<file path="config.mk">
export PLATFORM = sky130hd
export DESIGN_NAME = websocket_frame_unmasker_flat
export DESIGN_NICKNAME = d
export VERILOG_FILES = /design/src/hdl/wsu_pkg.sv /design/src/hdl/wsu_if.sv /design/src/hdl/websocket_frame_unmasker.sv /design/src/hdl/wsu_in_stage.sv /design/src/hdl/wsu_frame_core.sv /design/src/hdl/wsu_out_stage.sv /design/src/flat_wrapper.sv
export SDC_FILE = /design/constraint.sdc
export NUM_CORES = 1
export LEC_CHECK = 0
export BUFFER_PORTS_ARGS = -buffer_cell sky130_fd_sc_hd__buf_2
export CAP_MARGIN = 20
export CORE_ASPECT_RATIO = 0.5
export CORE_MARGIN = 3
export CORE_UTILIZATION = 41
export CTS_BUF_LIST = sky130_fd_sc_hd__clkbuf_8
export CTS_CLUSTER_DIAMETER = 120
export CTS_CLUSTER_SIZE = 10
export DETAILED_ROUTE_END_ITERATION = 10
export GPL_ROUTABILITY_DRIVEN = 0
export SYNTH_ARGS = -nofsm -noshare
export SYNTH_HDL_FRONTEND = slang
export SYNTH_SLANG_ARGS = --single-unit
</file>
<file path="constraint.sdc">
create_clock -name i_clk -period 8.6 [get_ports i_clk]
set_input_delay 1.72 -clock i_clk [delete_from_list [all_inputs] [get_ports i_clk]]
set_output_delay 1.72 -clock i_clk [all_outputs]
set_load 0.005 [all_outputs]
</file>
<file path="src/hdl/wsu_pkg.sv">
package wsu_pkg;

    localparam int unsigned LEN_BITS  = 16;
    localparam int unsigned HC_BITS   = 4;

    localparam logic [6:0] CODE_EXT16 = 7'd126;
    localparam logic [6:0] CODE_EXT64 = 7'd127;
    localparam logic [HC_BITS-1:0] HC_EXT16 = 4'd2;
    localparam logic [HC_BITS-1:0] HC_EXT64 = 4'd8;
    localparam logic [HC_BITS-1:0] HC_MASK  = 4'd4;

    localparam logic [1:0] ST_BYTE      = 2'd0;
    localparam logic [1:0] ST_MALFORMED = 2'd1;
    localparam logic [1:0] ST_EMPTY     = 2'd2;

    typedef enum logic [5:0] {
        PH_IDLE    = 6'b000001,
        PH_LEN     = 6'b000010,
        PH_EXT     = 6'b000100,
        PH_MASK    = 6'b001000,
        PH_PAYLOAD = 6'b010000,
        PH_DONE    = 6'b100000
    } t_phase;

    typedef struct packed {
        logic [7:0]          data_byte;
        logic                packet_start;
        logic [LEN_BITS-1:0] packet_len;
    } t_in_item;

    typedef struct packed {
        logic [7:0]          byte_value;
        logic                is_last;
        logic [1:0]          status;
        logic [LEN_BITS-1:0] payload_length;
    } t_result;

endpackage

</file>
<file path="src/hdl/wsu_if.sv">
interface wsu_in_if;
    logic                         valid;
    logic                         ready;
    logic [7:0]                   data_byte;
    logic                         packet_start;
    logic [wsu_pkg::LEN_BITS-1:0] packet_len;

    modport source(output valid, output data_byte, output packet_start,
                   output packet_len, input ready);
    modport sink(input valid, input data_byte, input packet_start,
                 input packet_len, output ready);
endinterface

interface wsu_out_if;
    logic                         valid;
    logic                         ready;
    logic [7:0]                   byte_value;
    logic                         is_last;
    logic [1:0]                   status;
    logic [wsu_pkg::LEN_BITS-1:0] payload_length;

    modport source(output valid, output byte_value, output is_last,
                   output status, output payload_length, input ready);
    modport sink(input valid, input byte_value, input is_last,
                 input status, input payload_length, output ready);
endinterface

</file>
<file path="src/hdl/websocket_frame_unmasker.sv">
// Path: an accepted byte is held in the input register, then decoded into the
//   result register once that register can take it.
// Throughput: one byte per cycle; the only limit is the downstream ready.
// Reset: synchronous, active low; clears both handshake stages and returns the
//   frame decoder to idle with all header state zeroed.
module websocket_frame_unmasker (
    input  logic       i_clk,
    input  logic       i_rst_n,
    wsu_in_if.sink     i_in,
    wsu_out_if.source  o_out
);

    wsu_pkg::t_in_item in_item;
    wsu_pkg::t_in_item held_item;
    wsu_pkg::t_result  core_res;
    wsu_pkg::t_result  out_res;
    logic              held_valid;
    logic              can_load;
    logic              fire;
    logic              core_valid;
    logic              out_valid;

    assign in_item.data_byte    = i_in.data_byte;
    assign in_item.packet_start = i_in.packet_start;
    assign in_item.packet_len   = i_in.packet_len;

    // Input register: takes a new byte whenever the held one is being decoded.
    wsu_in_stage u_in (
        .i_clk   (i_clk),
        .i_rst_n (i_rst_n),
        .i_valid (i_in.valid),
        .i_item  (in_item),
        .o_ready (i_in.ready),
        .i_take  (can_load),
        .o_valid (held_valid),
        .o_item  (held_item)
    );

    // A held byte is decoded only when the result register can take whatever
    // it produces; bytes that produce nothing pass at the same rate.
    assign fire = held_valid && can_load;

    // Frame state and per-byte decode: header parse, length check, unmasking.
    wsu_frame_core u_core (
        .i_clk       (i_clk),
        .i_rst_n     (i_rst_n),
        .i_fire      (fire),
        .i_item      (held_item),
        .o_res_valid (core_valid),
        .o_res       (core_res)
    );

    // Result register: parts the decoder from downstream stalls.
    wsu_out_stage u_out (
        .i_clk      (i_clk),
        .i_rst_n    (i_rst_n),
        .i_load     (core_valid),
        .i_res      (core_res),
        .i_ready    (o_out.ready),
        .o_can_load (can_load),
        .o_valid    (out_valid),
        .o_res      (out_res)
    );

    assign o_out.valid          = out_valid;
    assign o_out.byte_value     = out_res.byte_value;
    assign o_out.is_last        = out_res.is_last;
    assign o_out.status         = out_res.status;
    assign o_out.payload_length = out_res.payload_length;

endmodule

</file>
<file path="src/hdl/wsu_in_stage.sv">
module wsu_in_stage (
    input  logic              i_clk,
    input  logic              i_rst_n,
    input  logic              i_valid,
    input  wsu_pkg::t_in_item i_item,
    output logic              o_ready,
    input  logic              i_take,
    output logic              o_valid,
    output wsu_pkg::t_in_item o_item
);

    logic              r_valid;
    wsu_pkg::t_in_item r_item;

    // refill whenever the held item moves on this cycle
    assign o_ready = !r_valid || i_take;
    assign o_valid = r_valid;
    assign o_item  = r_item;

    always_ff @(posedge i_clk) begin
        if (!i_rst_n) begin
            r_valid <= 1'b0;
        end else if (o_ready) begin
            r_valid <= i_valid;
        end
    end

    always_ff @(posedge i_clk) begin
        if (o_ready && i_valid) begin
            r_item <= i_item;
        end
    end

endmodule

</file>
<file path="src/hdl/wsu_frame_core.sv">
module wsu_frame_core (
    input  logic              i_clk,
    input  logic              i_rst_n,
    input  logic              i_fire,
    input  wsu_pkg::t_in_item i_item,
    output logic              o_res_valid,
    output wsu_pkg::t_result  o_res
);

    wsu_pkg::t_phase                r_phase, n_phase;
    logic [wsu_pkg::HC_BITS-1:0]    r_hc, n_hc;
    logic [wsu_pkg::LEN_BITS-1:0]   r_len, n_len;
    logic                           r_len_big, n_len_big;  // length bits above LEN_BITS set
    logic [31:0]                    r_mask, n_mask;
    logic [wsu_pkg::LEN_BITS-1:0]   r_pidx, n_pidx;
    logic [wsu_pkg::LEN_BITS-1:0]   r_rem, n_rem;

    logic [wsu_pkg::LEN_BITS-1:0]   rem_dec;
    logic [wsu_pkg::HC_BITS-1:0]    hc_dec;
    logic [wsu_pkg::LEN_BITS-1:0]   pidx_inc;
    logic [7:0]                     key_byte;
    logic [6:0]                     code;
    logic                           chk_end;

    assign rem_dec  = (r_rem != '0) ? r_rem - 1'b1 : r_rem;
    assign hc_dec   = r_hc - 1'b1;
    assign pidx_inc = r_pidx + 1'b1;
    assign code     = i_item.data_byte[6:0];

    always_comb begin
        case (r_pidx[1:0])
            2'd0:    key_byte = r_mask[31:24];
            2'd1:    key_byte = r_mask[23:16];
            2'd2:    key_byte = r_mask[15:8];
            default: key_byte = r_mask[7:0];
        endcase
    end

    always_comb begin
        n_phase   = r_phase;
        n_hc      = r_hc;
        n_len     = r_len;
        n_len_big = r_len_big;
        n_mask    = r_mask;
        n_pidx    = r_pidx;
        n_rem     = r_rem;
        chk_end   = 1'b0;
        o_res_valid          = 1'b0;
        o_res.byte_value     = '0;
        o_res.is_last        = 1'b1;
        o_res.status         = wsu_pkg::ST_MALFORMED;
        o_res.payload_length = '0;

        if (i_fire) begin
            if (i_item.packet_start) begin
                n_hc      = '0;
                n_len     = '0;
                n_len_big = 1'b0;
                n_mask    = '0;
                n_pidx    = '0;
                n_rem     = (i_item.packet_len == '0) ? '0 : i_item.packet_len - 1'b1;
                if (n_rem == '0) begin
                    n_phase     = wsu_pkg::PH_DONE;
                    o_res_valid = 1'b1;
                end else begin
                    n_phase = wsu_pkg::PH_LEN;
                end
            end else begin
                case (r_phase)
                    wsu_pkg::PH_PAYLOAD: begin
                        n_rem            = rem_dec;
                        n_pidx           = pidx_inc;
                        o_res_valid      = 1'b1;
                        o_res.byte_value = i_item.data_byte ^ key_byte;
                        o_res.status     = wsu_pkg::ST_BYTE;
                        if (pidx_inc == r_len) begin
                            n_phase              = wsu_pkg::PH_DONE;
                            o_res.payload_length = r_len;
                        end else begin
                            o_res.is_last = 1'b0;
                        end
                    end
                    wsu_pkg::PH_LEN: begin
                        n_rem     = rem_dec;
                        n_len     = '0;
                        n_len_big = 1'b0;
                        chk_end   = 1'b1;
                        if (code == wsu_pkg::CODE_EXT16) begin
                            n_hc    = wsu_pkg::HC_EXT16;
                            n_phase = wsu_pkg::PH_EXT;
                        end else if (code == wsu_pkg::CODE_EXT64) begin
                            n_hc    = wsu_pkg::HC_EXT64;
                            n_phase = wsu_pkg::PH_EXT;
                        end else begin
                            n_len   = wsu_pkg::LEN_BITS'(code);
                            n_hc    = wsu_pkg::HC_MASK;
                            n_phase = wsu_pkg::PH_MASK;
                        end
                    end
                    wsu_pkg::PH_EXT: begin
                        n_rem     = rem_dec;
                        chk_end   = 1'b1;
                        // big-endian: bytes shifted past the top mark an oversize length
                        n_len_big = r_len_big ||
                                    (r_len[wsu_pkg::LEN_BITS-1 -: 8] != 8'd0);
                        n_len     = {r_len[wsu_pkg::LEN_BITS-9:0], i_item.data_byte};
                        n_hc      = hc_dec;
                        if (hc_dec == '0) begin
                            n_hc    = wsu_pkg::HC_MASK;
                            n_phase = wsu_pkg::PH_MASK;
                        end
                    end
                    wsu_pkg::PH_MASK: begin
                        n_rem  = rem_dec;
                        n_mask = {r_mask[23:0], i_item.data_byte};
                        n_hc   = hc_dec;
                        if (hc_dec == '0) begin
                            n_pidx = '0;
                            if (r_len_big || (r_len > rem_dec)) begin
                                n_phase     = wsu_pkg::PH_DONE;
                                o_res_valid = 1'b1;
                            end else if (r_len == '0) begin
                                n_phase      = wsu_pkg::PH_DONE;
                                o_res_valid  = 1'b1;
                                o_res.status = wsu_pkg::ST_EMPTY;
                            end else begin
                                n_phase = wsu_pkg::PH_PAYLOAD;
                            end
                        end else begin
                            chk_end = 1'b1;
                        end
                    end
                    default: begin
                        // idle, finished or unused code: byte ignored
                    end
                endcase
                // packet ran out inside the header
                if (chk_end && (rem_dec == '0)) begin
                    n_phase     = wsu_pkg::PH_DONE;
                    o_res_valid = 1'b1;
                end
            end
        end
    end

    always_ff @(posedge i_clk) begin
        if (!i_rst_n) begin
            r_phase   <= wsu_pkg::PH_IDLE;
            r_hc      <= '0;
            r_len     <= '0;
            r_len_big <= 1'b0;
            r_mask    <= '0;
            r_pidx    <= '0;
            r_rem     <= '0;
        end else begin
            r_phase   <= n_phase;
            r_hc      <= n_hc;
            r_len     <= n_len;
            r_len_big <= n_len_big;
            r_mask    <= n_mask;
            r_pidx    <= n_pidx;
            r_rem     <= n_rem;
        end
    end

    // payload only entered with a non-zero length that fits the packet
    a_payload_len: assert property (@(posedge i_clk) disable iff (!i_rst_n)
        (r_phase == wsu_pkg::PH_PAYLOAD) |-> (r_len != '0) && !r_len_big)
        else $error("payload phase with invalid length");

    a_pidx_bound: assert property (@(posedge i_clk) disable iff (!i_rst_n)
        (r_phase == wsu_pkg::PH_PAYLOAD) |-> (r_pidx < r_len))
        else $error("payload index beyond length");

    a_last_done: assert property (@(posedge i_clk) disable iff (!i_rst_n)
        (o_res_valid && o_res.is_last) |=> (r_phase == wsu_pkg::PH_DONE))
        else $error("final result without frame finish");

    a_start_result: assert property (@(posedge i_clk) disable iff (!i_rst_n)
        (i_fire && i_item.packet_start && o_res_valid)
            |-> (o_res.status == wsu_pkg::ST_MALFORMED))
        else $error("result on packet start other than malformed");

endmodule

</file>
<file path="src/hdl/wsu_out_stage.sv">
module wsu_out_stage (
    input  logic             i_clk,
    input  logic             i_rst_n,
    input  logic             i_load,
    input  wsu_pkg::t_result i_res,
    input  logic             i_ready,
    output logic             o_can_load,
    output logic             o_valid,
    output wsu_pkg::t_result o_res
);

    logic             r_valid;
    wsu_pkg::t_result r_res;

    assign o_can_load = !r_valid || i_ready;
    assign o_valid    = r_valid;
    assign o_res      = r_res;

    always_ff @(posedge i_clk) begin
        if (!i_rst_n) begin
            r_valid <= 1'b0;
        end else if (o_can_load) begin
            r_valid <= i_load;
        end
    end

    always_ff @(posedge i_clk) begin
        if (o_can_load && i_load) begin
            r_res <= i_res;
        end
    end

endmodule

</file>
<file path="src/flat_wrapper.sv">
// flat-port wrapper written by rule: the top's interface ports become plain ports
module websocket_frame_unmasker_flat 
  (i_clk, i_rst_n, i_in_valid, i_in_data_byte, i_in_packet_start, i_in_packet_len, i_in_ready, o_out_valid, o_out_byte_value, o_out_is_last, o_out_status, o_out_payload_length, o_out_ready);
  wsu_in_if i_in_i ();
  wsu_out_if o_out_i ();
  input  logic i_clk;
  input  logic i_rst_n;
  input wire logic [$bits(i_in_i.valid)-1:0] i_in_valid;
  input wire logic [$bits(i_in_i.data_byte)-1:0] i_in_data_byte;
  input wire logic [$bits(i_in_i.packet_start)-1:0] i_in_packet_start;
  input wire logic [$bits(i_in_i.packet_len)-1:0] i_in_packet_len;
  output wire logic [$bits(i_in_i.ready)-1:0] i_in_ready;
  output wire logic [$bits(o_out_i.valid)-1:0] o_out_valid;
  output wire logic [$bits(o_out_i.byte_value)-1:0] o_out_byte_value;
  output wire logic [$bits(o_out_i.is_last)-1:0] o_out_is_last;
  output wire logic [$bits(o_out_i.status)-1:0] o_out_status;
  output wire logic [$bits(o_out_i.payload_length)-1:0] o_out_payload_length;
  input wire logic [$bits(o_out_i.ready)-1:0] o_out_ready;
  assign i_in_i.valid = i_in_valid;
  assign i_in_i.data_byte = i_in_data_byte;
  assign i_in_i.packet_start = i_in_packet_start;
  assign i_in_i.packet_len = i_in_packet_len;
  assign i_in_ready = i_in_i.ready;
  assign o_out_valid = o_out_i.valid;
  assign o_out_byte_value = o_out_i.byte_value;
  assign o_out_is_last = o_out_i.is_last;
  assign o_out_status = o_out_i.status;
  assign o_out_payload_length = o_out_i.payload_length;
  assign o_out_i.ready = o_out_ready;
  websocket_frame_unmasker u_core (.i_clk(i_clk), .i_rst_n(i_rst_n), .i_in(i_in_i), .o_out(o_out_i));
endmodule
</file>
==> flow_summary.json, run 1 <==
{
  "grt_usage_pct": 20.90,
  "start_kind": "register",
  "ctsHoldBuffers": 0,
  "crit_type": "register to register",
  "tightest_slew_ns": 1.090,
  "syn-cell-area_um2": 8170,
  "drc": 0,
  "cp_top_family": "compound AO/OA/AOI/OAI gates",
  "worstPathMaxFanout": 25,
  "numPortBuffers": 57,
  "start_util_pct": 43.09,
  "crit_path_end_kind": "register",
  "max_cap_violations": 0,
  "status": "complete, no violations",
  "arrival_ns": 4.62,
  "synth_area_leader_cell": "dfxtp_1",
  "io_pins": 58,
  "viasPerCell": 5.876,
  "hold_violations": 0,
  "numCtsBuffers": 17,
  "die_area_um2": 21760,
  "syn_to_final_growth_pct": 10.32,
  "grt_max_degree": 87,
  "hold_path.class": "register to register",
  "n_fill_cell": 1796,
  "peakVddDrop_mv": 0.08981,
  "synthTopCellsByArea": "dfxtp_1 (23%), edfxtp_1 (19%), nor2b_1 (3.9%), a22oi_1 (3.9%), nand2_1 (3.7%)",
  "finalCritPeriodShare_pct": 51.92,
  "yosysSeqAreaShare_pct": 41.90,
  "drive_gt1_share_pct": 13.01,
  "rr_startpoint": "u_core.u_core.r_rem[0]",
  "synth_seq_cells": 145,
  "synthFlopType": "dfxtp_1",
  "syn_inst": 897,
  "worst_clock_skew_ns": 0.01726,
  "grt_pass1_wl_um": 36110,
  "path_buf_inv": 2,
  "rsz0062_at_grt": "false",
  "crit_start": "u_core.u_core.r_rem[0]",
  "clk_pin_slew_worst_paths_ns": 0.08,
  "clock-root-buffer": "clkbuf_8",
  "min_from": "u_core.u_core.r_phase[0]",
  "dr.pass1.iters": 6,
  "rows": 35,
  "antenna_found_initial": 0,
  "netlist.area_leader.share_pct": 22.79,
  "routed_wl_um": 22560,
  "tns_ns": 0,
  "stdcell_count": 1197,
  "multi_input_area_um2": 4438,
  "crit_slowest_cell": "nor3b_1",
  "cts_resized": 0,
  "crit_required_ns": 8.76,
  "min_period_ns": 4.465,
  "setup_viol": 0,
  "route.detailed.wl_per_inst_um": 18.84,
  "grt.overflow.total": 0,
  "ys_top_cells_by_count": "dfxtp_1 (93), nand2_1 (81), nor2_1 (66), edfxtp_1 (52), nor2b_1 (51)",
  "coreArea_um2": 18960,
  "die_y_um": 105.8,
  "cts_tree": "built",
  "antenna_cells": 0,
  "regArea_um2": 3423,
  "clockBufferDepth": 2,
  "final_core_util_pct": 47.54,
  "fmax_mhz": 223.9,
  "synth.avg_cell_area_um2": 9.109,
  "die_x_um": 205.6,
  "hpwl_um": 15880,
  "synth-edff-count": 52,
  "syn_nets": 950,
  "maxSlewHeadroom_pct": 26.84,
  "drv_slew": 0,
  "async_flop_share_pct": 0,
  "synth_most_common_cell": "dfxtp_1",
  "worst_skew_pair.late_latency_ns": 0.45,
  "power_density_nw_per_um2": 162.4,
  "crit_chain": "inv_1, ha_1, nor3b_1, nand2_1, nor4_1, xnor2_1, ha_1, a21o_1, nand3_1, a21oi_1, a211oi_1, a21oi_1, o311ai_0, a41oi_4, buf_4",
  "grt_pass1_vias": 6525,
  "synth_warnings": 0,
  "p_leak_nw": 3.156,
  "post_cts_buffers": 0,
  "nets": 978,
  "clock_sinks": 145,
  "slowest_delay_ns": 0.54,
  "dp_cells": 1163,
  "num_vias": 7033,
  "drtIter0Drc": 646,
  "antenna_left": 0,
  "netlist-cell-type-count": 80,
  "htreeDepth": 4
}
[cell type report]
class	instances	area share, %
Tap cell	259	3.595
Sequential cell	145	37.98
Timing Repair Buffer	67	4.164
Clock buffer	18	2.748
Multi-Input combinational cell	674	49.24
Inverter	20	0.8329
Clock inverter	14	1.444
[layout by cell type, fill, tap and decap left out, drive strengths merged, types with 5 or more instances in the layout]
cell | synthesis | final
clkbuf | 45 | 18
a21boi | 16 | 16
mux2i | 8 | 8
o21a | 6 | 6
o211a | 10 | 10
nor4 | 21 | 21
a31oi | 11 | 11
nand3 | 19 | 19
a21oi | 40 | 40
edfxtp | 52 | 52
or4 | 10 | 10
xnor2 | 32 | 32
or3 | 9 | 9
nand4 | 23 | 23
o21ai | 45 | 45
nor2b | 51 | 51
clkinv | 1 | 5
nor3 | 23 | 23
a21o | 5 | 5
xor2 | 11 | 11
and2 | 26 | 26
a22oi | 42 | 42
a222oi | 8 | 8
and3 | 6 | 6
dfxtp | 93 | 93
inv | 19 | 25
o221ai | 9 | 9
buf | 13 | 67
nor2 | 67 | 67
nand2 | 82 | 82
ha | 24 | 24
o211ai | 8 | 8
[final timing paths]
path	endpoint	slack [ns]	cells after the start
hold / removal	u_core.u_core.r_phase[0]	0.49	2
hold reg to reg	u_core.u_core.r_phase[0]	0.49	2
setup / recovery	u_core.u_out.o_res[14]	4.13	15
setup reg to reg	u_core.u_out.o_res[14]	4.13	15
[per-stage QoR]
| step | cell area [um2] | power, mW | hold slack (ns) | setup slack (ns) |
|---|---|---|---|---|
| after floorplan | 8170 | 0.8936 | 0.4533 | 4.566 |
| after global placement | 8606 | 0.9454 | 0.4752 | 4.357 |
| after detailed placement | 8606 | 0.9475 | 0.4814 | 4.307 |
| after CTS | 8984 | 1.472 | 0.4889 | 4.258 |
| after global routing | 9014 | 1.530 | 0.5332 | 3.759 |
| final | 9014 | 1.464 | 0.4914 | 4.135 |
[sequential cells by signal, summed over array words and instances (netlist names)]
signal,flops
u_core.u_core.r_hc,4
u_core.u_core.r_len,16
u_core.u_core.r_len_big,1
u_core.u_core.r_mask,32
u_core.u_core.r_phase,6
u_core.u_core.r_pidx,16
u_core.u_core.r_rem,16
u_core.u_in.o_item,25
u_core.u_in.o_valid,1
u_core.u_out.o_res,27
u_core.u_out.o_valid,1
[logic make-up (layout without fill, tap and decap cells)]
family | count (synthesis) | after routing | synth area share, %
and+or+nand+nor | 366 | 366 | 24.47
AOI/OAI and AO/OA | 232 | 232 | 20.12
DFF | 145 | 145 | 41.90
buffers and inverters | 78 | 119 | 4.058
xor gates and xnor gates | 43 | 43 | 4.609
adders and majority gates | 24 | 24 | 3.675
muxes | 9 | 9 | 1.164
[per-layer routing]
layer	GRT usage [%]	part of all wire, %	wire [um]	vias to the layer above
li1	-	-	-	3395
met1	31.62	51	11400	3365
met2	30.16	42	9423	257
met3	4.659	6.7	1514	16
met4	4.481	0.98	221	0
met5	0	0	0	-
[report_power, final]
group          internal, mW  switching, mW  total, mW  leakage [nW]
sequential            0.723         0.0211      0.744          1.21
clock                 0.240          0.287      0.527         0.186
combinational        0.0757          0.117      0.193          1.76
[worst register-to-register path, cell delays in order (launching register included)]
cell      delay [ns]
dfxtp_1         0.36
inv_1           0.16
ha_1            0.23
nor3b_1         0.54
nand2_1         0.24
nor4_1          0.35
xnor2_1         0.21
ha_1            0.24
a21o_1          0.17
nand3_1         0.08
a21oi_1         0.06
a211oi_1        0.26
a21oi_1         0.17
o311ai_0        0.52
a41oi_4         0.26
buf_4           0.31
(Power assumes the default switching activity.)
==> inputs of run 2 (changes only) <==
ABC_AREA = 1   (was not set)
clock period = 3.9 ns   (was 8.6 ns; I/O delays follow)
==> run 2 against run 1 <==
  * First-iteration DRC count is 21% lower
  * Register-to-register slack got worse by 3.8 ns
  * Utilization increased by 0.20 points
  * Critical endpoint is now u_core.u_out.o_res[6]
  * Clock power increased by 130%
  * Sequential share of layout area is essentially flat
  * Sequential power is 120% higher
==> flow_summary.json, run 2 <==
{
  "status": "complete, no violations",
  "synthTopCellsByArea": "dfxtp_1 (23%), edfxtp_1 (19%), nand2_1 (12%), nand3_1 (5.6%), inv_1 (5.2%)",
  "crit_type": "register to register",
  "clockBufferDepth": 2,
  "syn_to_final_growth_pct": 11.38,
  "start_kind": "register",
  "largest_register": "u_core.u_core.r_mask",
  "syn_inst": 1088,
  "slowest_delay_ns": 0.36,
  "worst_skew_pair.late_latency_ns": 0.47,
  "power_density_nw_per_um2": 375.4,
  "final_cell_mix": "nand2_1 (268), inv_1 (114), nor2_1 (112)",
  "synth.avg_cell_area_um2": 7.435,
  "regArea_um2": 3423,
  "maxSlewHeadroom_pct": 36.12,
  "grt_usage_pct": 20.09,
  "grt_pass1_vias": 6744,
  "syn_nets": 1141,
  "max_cap_violations": 0,
  "async_flop_share_pct": 0,
  "fin_area_um2": 9010,
  "io_pins": 58,
  "peakVddDrop_mv": 0.2247,
  "fmax_mhz": 283.6,
  "min_period_ns": 3.527,
  "dr.pass1.iters": 5,
  "synth_most_common_cell": "nand2_1",
  "numPortBuffers": 57,
  "p_leak_nw": 3.804,
  "viasPerCell": 5.255,
  "crit_start": "u_core.u_core.r_rem[0]",
  "cp_top_family": "simple AND/OR/NAND/NOR gates",
  "start_util_pct": 42.86,
  "synth_area_leader_cell": "dfxtp_1",
  "finalCritPeriodShare_pct": 90.42,
  "post_cts_buffers": 0,
  "clk_pin_slew_worst_paths_ns": 0.09,
  "grt.overflow.total": 0,
  "path_buf_inv": 6,
  "hold_violations": 0,
  "coreArea_um2": 18870,
  "largest_reg_flops": 32,
  "syn-cell-area_um2": 8089,
  "antenna_left": 0,
  "clock-root-buffer": "clkbuf_8",
  "drv_slew": 0,
  "num_vias": 7388,
  "crit_required_ns": 4.08,
  "synth-edff-count": 52,
  "netlist-cell-type-count": 48,
  "drtIter0Drc": 508,
  "htreeDepth": 4,
  "crit_chain": "inv_1, ha_1, nand2_1, inv_1, nand3_4, inv_1, nor2_1, inv_1, ha_1, a21oi_1, nor2_1, nor3_1, nand2_1, nand2_1, nand2_1, a21oi_1, nand2_1, nand3_1, nand2_1, o21ai_0, inv_1, buf_4",
  "cp_common_cell": "nand2_1",
  "hpwl_um": 15430,
  "yosysSeqAreaShare_pct": 42.32,
  "crit_path_end_kind": "register",
  "grt_pass1_wl_um": 34650,
  "netlist.area_leader.share_pct": 23.02,
  "rows": 35,
  "grt_max_degree": 62,
  "antenna_found_initial": 0,
  "antenna_cells": 0,
  "synth_seq_cells": 145,
  "synth_warnings": 0,
  "synthFlopType": "dfxtp_1",
  "n_fill_cell": 1915,
  "stdcell_count": 1406,
  "layout_commonest_cell": "nand2_1",
  "tns_ns": 0,
  "dp_cells": 1373,
  "cts_tree": "built",
  "fin_hold_ws_ns": 0.4675,
  "numCtsBuffers": 17,
  "rr_startpoint": "u_core.u_core.r_rem[0]",
  "routed_wl_um": 21420,
  "tightest_slew_ns": 0.9572,
  "die_y_um": 105.3,
  "setup_viol": 0,
  "route.detailed.wl_per_inst_um": 15.24,
  "clock_sinks": 145,
  "nets": 1187,
  "die_x_um": 204.6,
  "hold_path.class": "register to register",
  "rsz0062_at_grt": "false",
  "worst_clock_skew_ns": 0.01975,
  "min_from": "u_core.u_core.r_mask[28]",
  "arrival_ns": 3.70,
  "crit_slowest_cell": "dfxtp_1",
  "postPlaceCellArea_um2": 8592,
  "drive_gt1_share_pct": 11.51,
  "drc": 0,
  "setup_slack_ns": 0.3735,
  "worstPathMaxFanout": 27,
  "pre_cts_ws_ns": 0.3703,
  "ys_top_cells_by_count": "nand2_1 (268), inv_1 (113), nor2_1 (112), dfxtp_1 (93), nand3_1 (91)",
  "multi_input_area_um2": 4055,
  "die_area_um2": 21550
}
[run 2: cell count changes after synthesis, moves of 24 or more]
cell | previous run | this run
xnor2_1 | 32 | 8
nor2_1 | 66 | 112
inv_1 | 19 | 113
a21oi_1 | 40 | 79
nand3_1 | 19 | 91
a22oi_1 | 42 | 3
nand2_1 | 81 | 268
nor2b_1 | 51 | 0
and2_1 | 26 | 2
[run 2: final timing paths]
| check | end | slack, ns | cells past startpoint |
|---|---|---|---|
| setup / recovery | u_core.u_out.o_res[6] | 0.37 | 22 |
| hold / removal | u_core.u_core.r_mask[28] | 0.47 | 2 |
| setup reg to reg | u_core.u_out.o_res[6] | 0.37 | 22 |
| hold reg to reg | u_core.u_core.r_mask[28] | 0.47 | 2 |
[run 2: tightest hold or removal path, stage by stage (launching register included)]
cell and delay [ns]:
dfxtp_1 0.32, nand2_1 0.06, a21oi_1 0.05
[run 2: layout make-up]
type                       instances  area share, %
sequential                       145          37.99
clock inverter                    15          1.653
tap                              259          3.597
inverter                         120          5.013
multi-input combinational        784          45.01
timing repair buffer              66          4.138
clock buffer                      17          2.597
[run 2: stage by stage]
| step | util [%] | power, mW |
|---|---|---|
| after CTS | 47.55 | 3.408 |
| after detailed placement | 45.52 | 2.208 |
| after global placement | 45.52 | 2.198 |
| after global routing | 47.74 | 3.568 |
| final | 47.74 | 3.383 |
| after floorplan | - | 2.061 |
[run 2: power by group]
group / total [mW] / switching, mW / internal, mW
sequential: 1.65 / 0.0438 / 1.61
clock: 1.20 / 0.674 / 0.523
combinational: 0.536 / 0.360 / 0.176
[run 2: cell families (layout without fill, tap and decap cells)]
group                    after synthesis  in the layout  synth area share [%]
XOR/XNOR                              18             18                 1.949
buffers and inverters                159            218                 7.641
AND/OR/NAND/NOR                      556            556                 30.69
AO/OA/AOI/OAI                        186            186                 13.69
flip-flops                           145            145                 42.32
adder cells (fa/ha/maj)               24             24                 3.712
[run 2: timing repair]
| action | CTS | global route |
|---|---|---|
| hold buffers | 0 | 0 |
| setup endpoints to repair | 0 | 27 |
| resized for setup | 0 | 1 |
[run 2: metal layers]
metal / share of wire [%] / GRT usage (%) / up-vias
met5: 0 / 0 / -
met4: 1.4 / 5.640 / 0
met3: 5.9 / 4.073 / 19
met2: 43 / 29.69 / 211
met1: 50 / 29.61 / 3396
li1: - / - / 3762
==> inputs of run 3 (changes only) <==
clock period = 3.4 ns   (was 3.9 ns; I/O delays follow)
==> run 3 against run 2 <==
  * Critical path depth down 4
  * Final cell count up 0.64%
  * Sequential power up 15%
  * Worst hold slack worse by 0.088 ns
  * Clock power up 16%
  * Die area unchanged
  * Design area up 0.83%
  * Sequential share of layout area down 0.31 points
  * Clock skew up 0.0020 ns
  * First-iteration DRC count up 12%
  * Register-to-register slack worse by 0.099 ns
  * Clock-buffer cell count unchanged
  * Critical path type unchanged
  * Critical endpoint is now u_core.u_out.o_res[26]
==> flow_summary.json, run 3 (synthesized netlist as in run 2, its figures left out) <==
{
  "worst_clock_skew_ns": 0.02178,
  "peakVddDrop_mv": 0.2428,
  "grt_usage_pct": 20.24,
  "hold_violations": 0,
  "htreeDepth": 4,
  "setup_viol": 0,
  "hpwl_um": 15640,
  "crit_start": "u_core.u_core.r_rem[11]",
  "fin_hold_ws_ns": 0.3797,
  "multi_input_area_um2": 4070,
  "finalCritPeriodShare_pct": 91.93,
  "clockBufferDepth": 2,
  "n_fill_cell": 1853,
  "min_period_ns": 3.126,
  "rsz0062_at_grt": "false",
  "crit_required_ns": 3.62,
  "crit_type": "register to register",
  "min_from": "i_in_data_byte[7]",
  "p_leak_nw": 3.848,
  "tns_ns": 0,
  "arrival_ns": 3.34,
  "rr_startpoint": "u_core.u_core.r_rem[11]",
  "hold_path.class": "primary input to register",
  "dr.pass1.iters": 6,
  "antenna_found_initial": 0,
  "drc": 0,
  "worstPathMaxFanout": 27,
  "dp_cells": 1383,
  "io_pins": 58,
  "final_cell_mix": "nand2_1 (268), inv_1 (112), nor2_1 (112)",
  "routed_wl_um": 21630,
  "clock-root-buffer": "clkbuf_8",
  "num_vias": 7512,
  "setup_slack_ns": 0.2743,
  "rows": 35,
  "clock_sinks": 145,
  "numCtsBuffers": 17,
  "status": "complete, no violations",
  "cts_tree": "built",
  "fmax_mhz": 319.9,
  "regArea_um2": 3423,
  "ctsHoldBuffers": 0,
  "maxSlewHeadroom_pct": 35.96,
  "start_util_pct": 42.86,
  "numPortBuffers": 57,
  "largest_register": "u_core.u_core.r_mask",
  "stdcell_count": 1415,
  "crit_path_end_kind": "register",
  "route.detailed.wl_per_inst_um": 15.28,
  "max_cap_violations": 0,
  "postPlaceCellArea_um2": 8680,
  "fin_area_um2": 9085,
  "post_cts_buffers": 0,
  "die_y_um": 105.3,
  "drive_gt1_share_pct": 12.46,
  "coreArea_um2": 18870,
  "syn_to_final_growth_pct": 12.31,
  "viasPerCell": 5.309,
  "tightest_slew_ns": 0.9595,
  "die_x_um": 204.6,
  "drv_slew": 0,
  "clk_pin_slew_worst_paths_ns": 0.10,
  "grt.overflow.total": 0,
  "die_area_um2": 21550,
  "drtIter0Drc": 570,
  "pre_cts_ws_ns": 0.1083,
  "layout_commonest_cell": "nand2_1",
  "worst_skew_pair.late_latency_ns": 0.48,
  "grt_max_degree": 62,
  "antenna_cells": 0,
  "grt_pass1_vias": 7019,
  "power_density_nw_per_um2": 432.5,
  "start_kind": "register",
  "nets": 1196,
  "antenna_left": 0,
  "largest_reg_flops": 32,
  "grt_pass1_wl_um": 35020
}
-- run 3: changes by cell type in the layout (fill, tap and decap cells not counted), moves of 2 or more --
cell	before	now
buf_4	8	17
clkinv_1	4	6
inv_1	114	112
clkinv_4	1	4
clkinvlp_4	4	1
-- run 3: through the flow --
step / total power, mW / util, %
global placement: 2.556 / 45.99
detailed placement: 2.565 / 45.99
CTS: 3.945 / 48.01
floorplan: 2.364 / -
finish: 3.929 / 48.13
global route: 4.123 / 48.13
-- run 3: where the power goes --
part	switching [mW]	internal, mW
sequential	0.0517	1.84
combinational	0.422	0.227
clock	0.786	0.601
-- run 3: cell type report --
type	instances	share of cell area [%]
timing repair buffer	75	4.765
sequential	145	37.68
tap	259	3.567
clock buffer	17	2.575
multi-input combinational	784	44.80
inverter	120	4.972
clock inverter	15	1.639
-- run 3: per-layer routing --
layer,GRT usage (%),wire (um)
met1,29.29,10630
met2,31.43,9462
met3,3.888,1289
met4,4.365,240
met5,0,0
-- run 3: critical path, stage by stage (launching register included) --
cell and delay, ns:
dfxtp_1 0.36, nor2_1 0.22, nand2_1 0.09, nor2_1 0.24
nand3_4 0.17, buf_4 0.20, nand2_1 0.13, ha_1 0.28
a21oi_1 0.15, a21oi_1 0.07, nor2_1 0.12, nand2_1 0.08
a21oi_2 0.15, nand2_1 0.07, nand3_1 0.07, nand2_1 0.06
o21ai_2 0.14, inv_1 0.09, buf_12 0.17
-- run 3: final timing paths --
path	slack [ns]	end	depth (start not counted)
hold reg to reg	0.47	u_core.u_core.r_mask[24]	2
setup / recovery	0.27	u_core.u_out.o_res[26]	18
hold / removal	0.38	u_core.u_in.o_item[24]	1
setup reg to reg	0.27	u_core.u_out.o_res[26]	18
-- run 3: timing repair --
| item | CTS | global route |
|---|---|---|
| hold endpoints to repair | 0 | 0 |
| resized for setup | 0 | 7 |
| endpoints found under the setup margin | 0 | 29 |
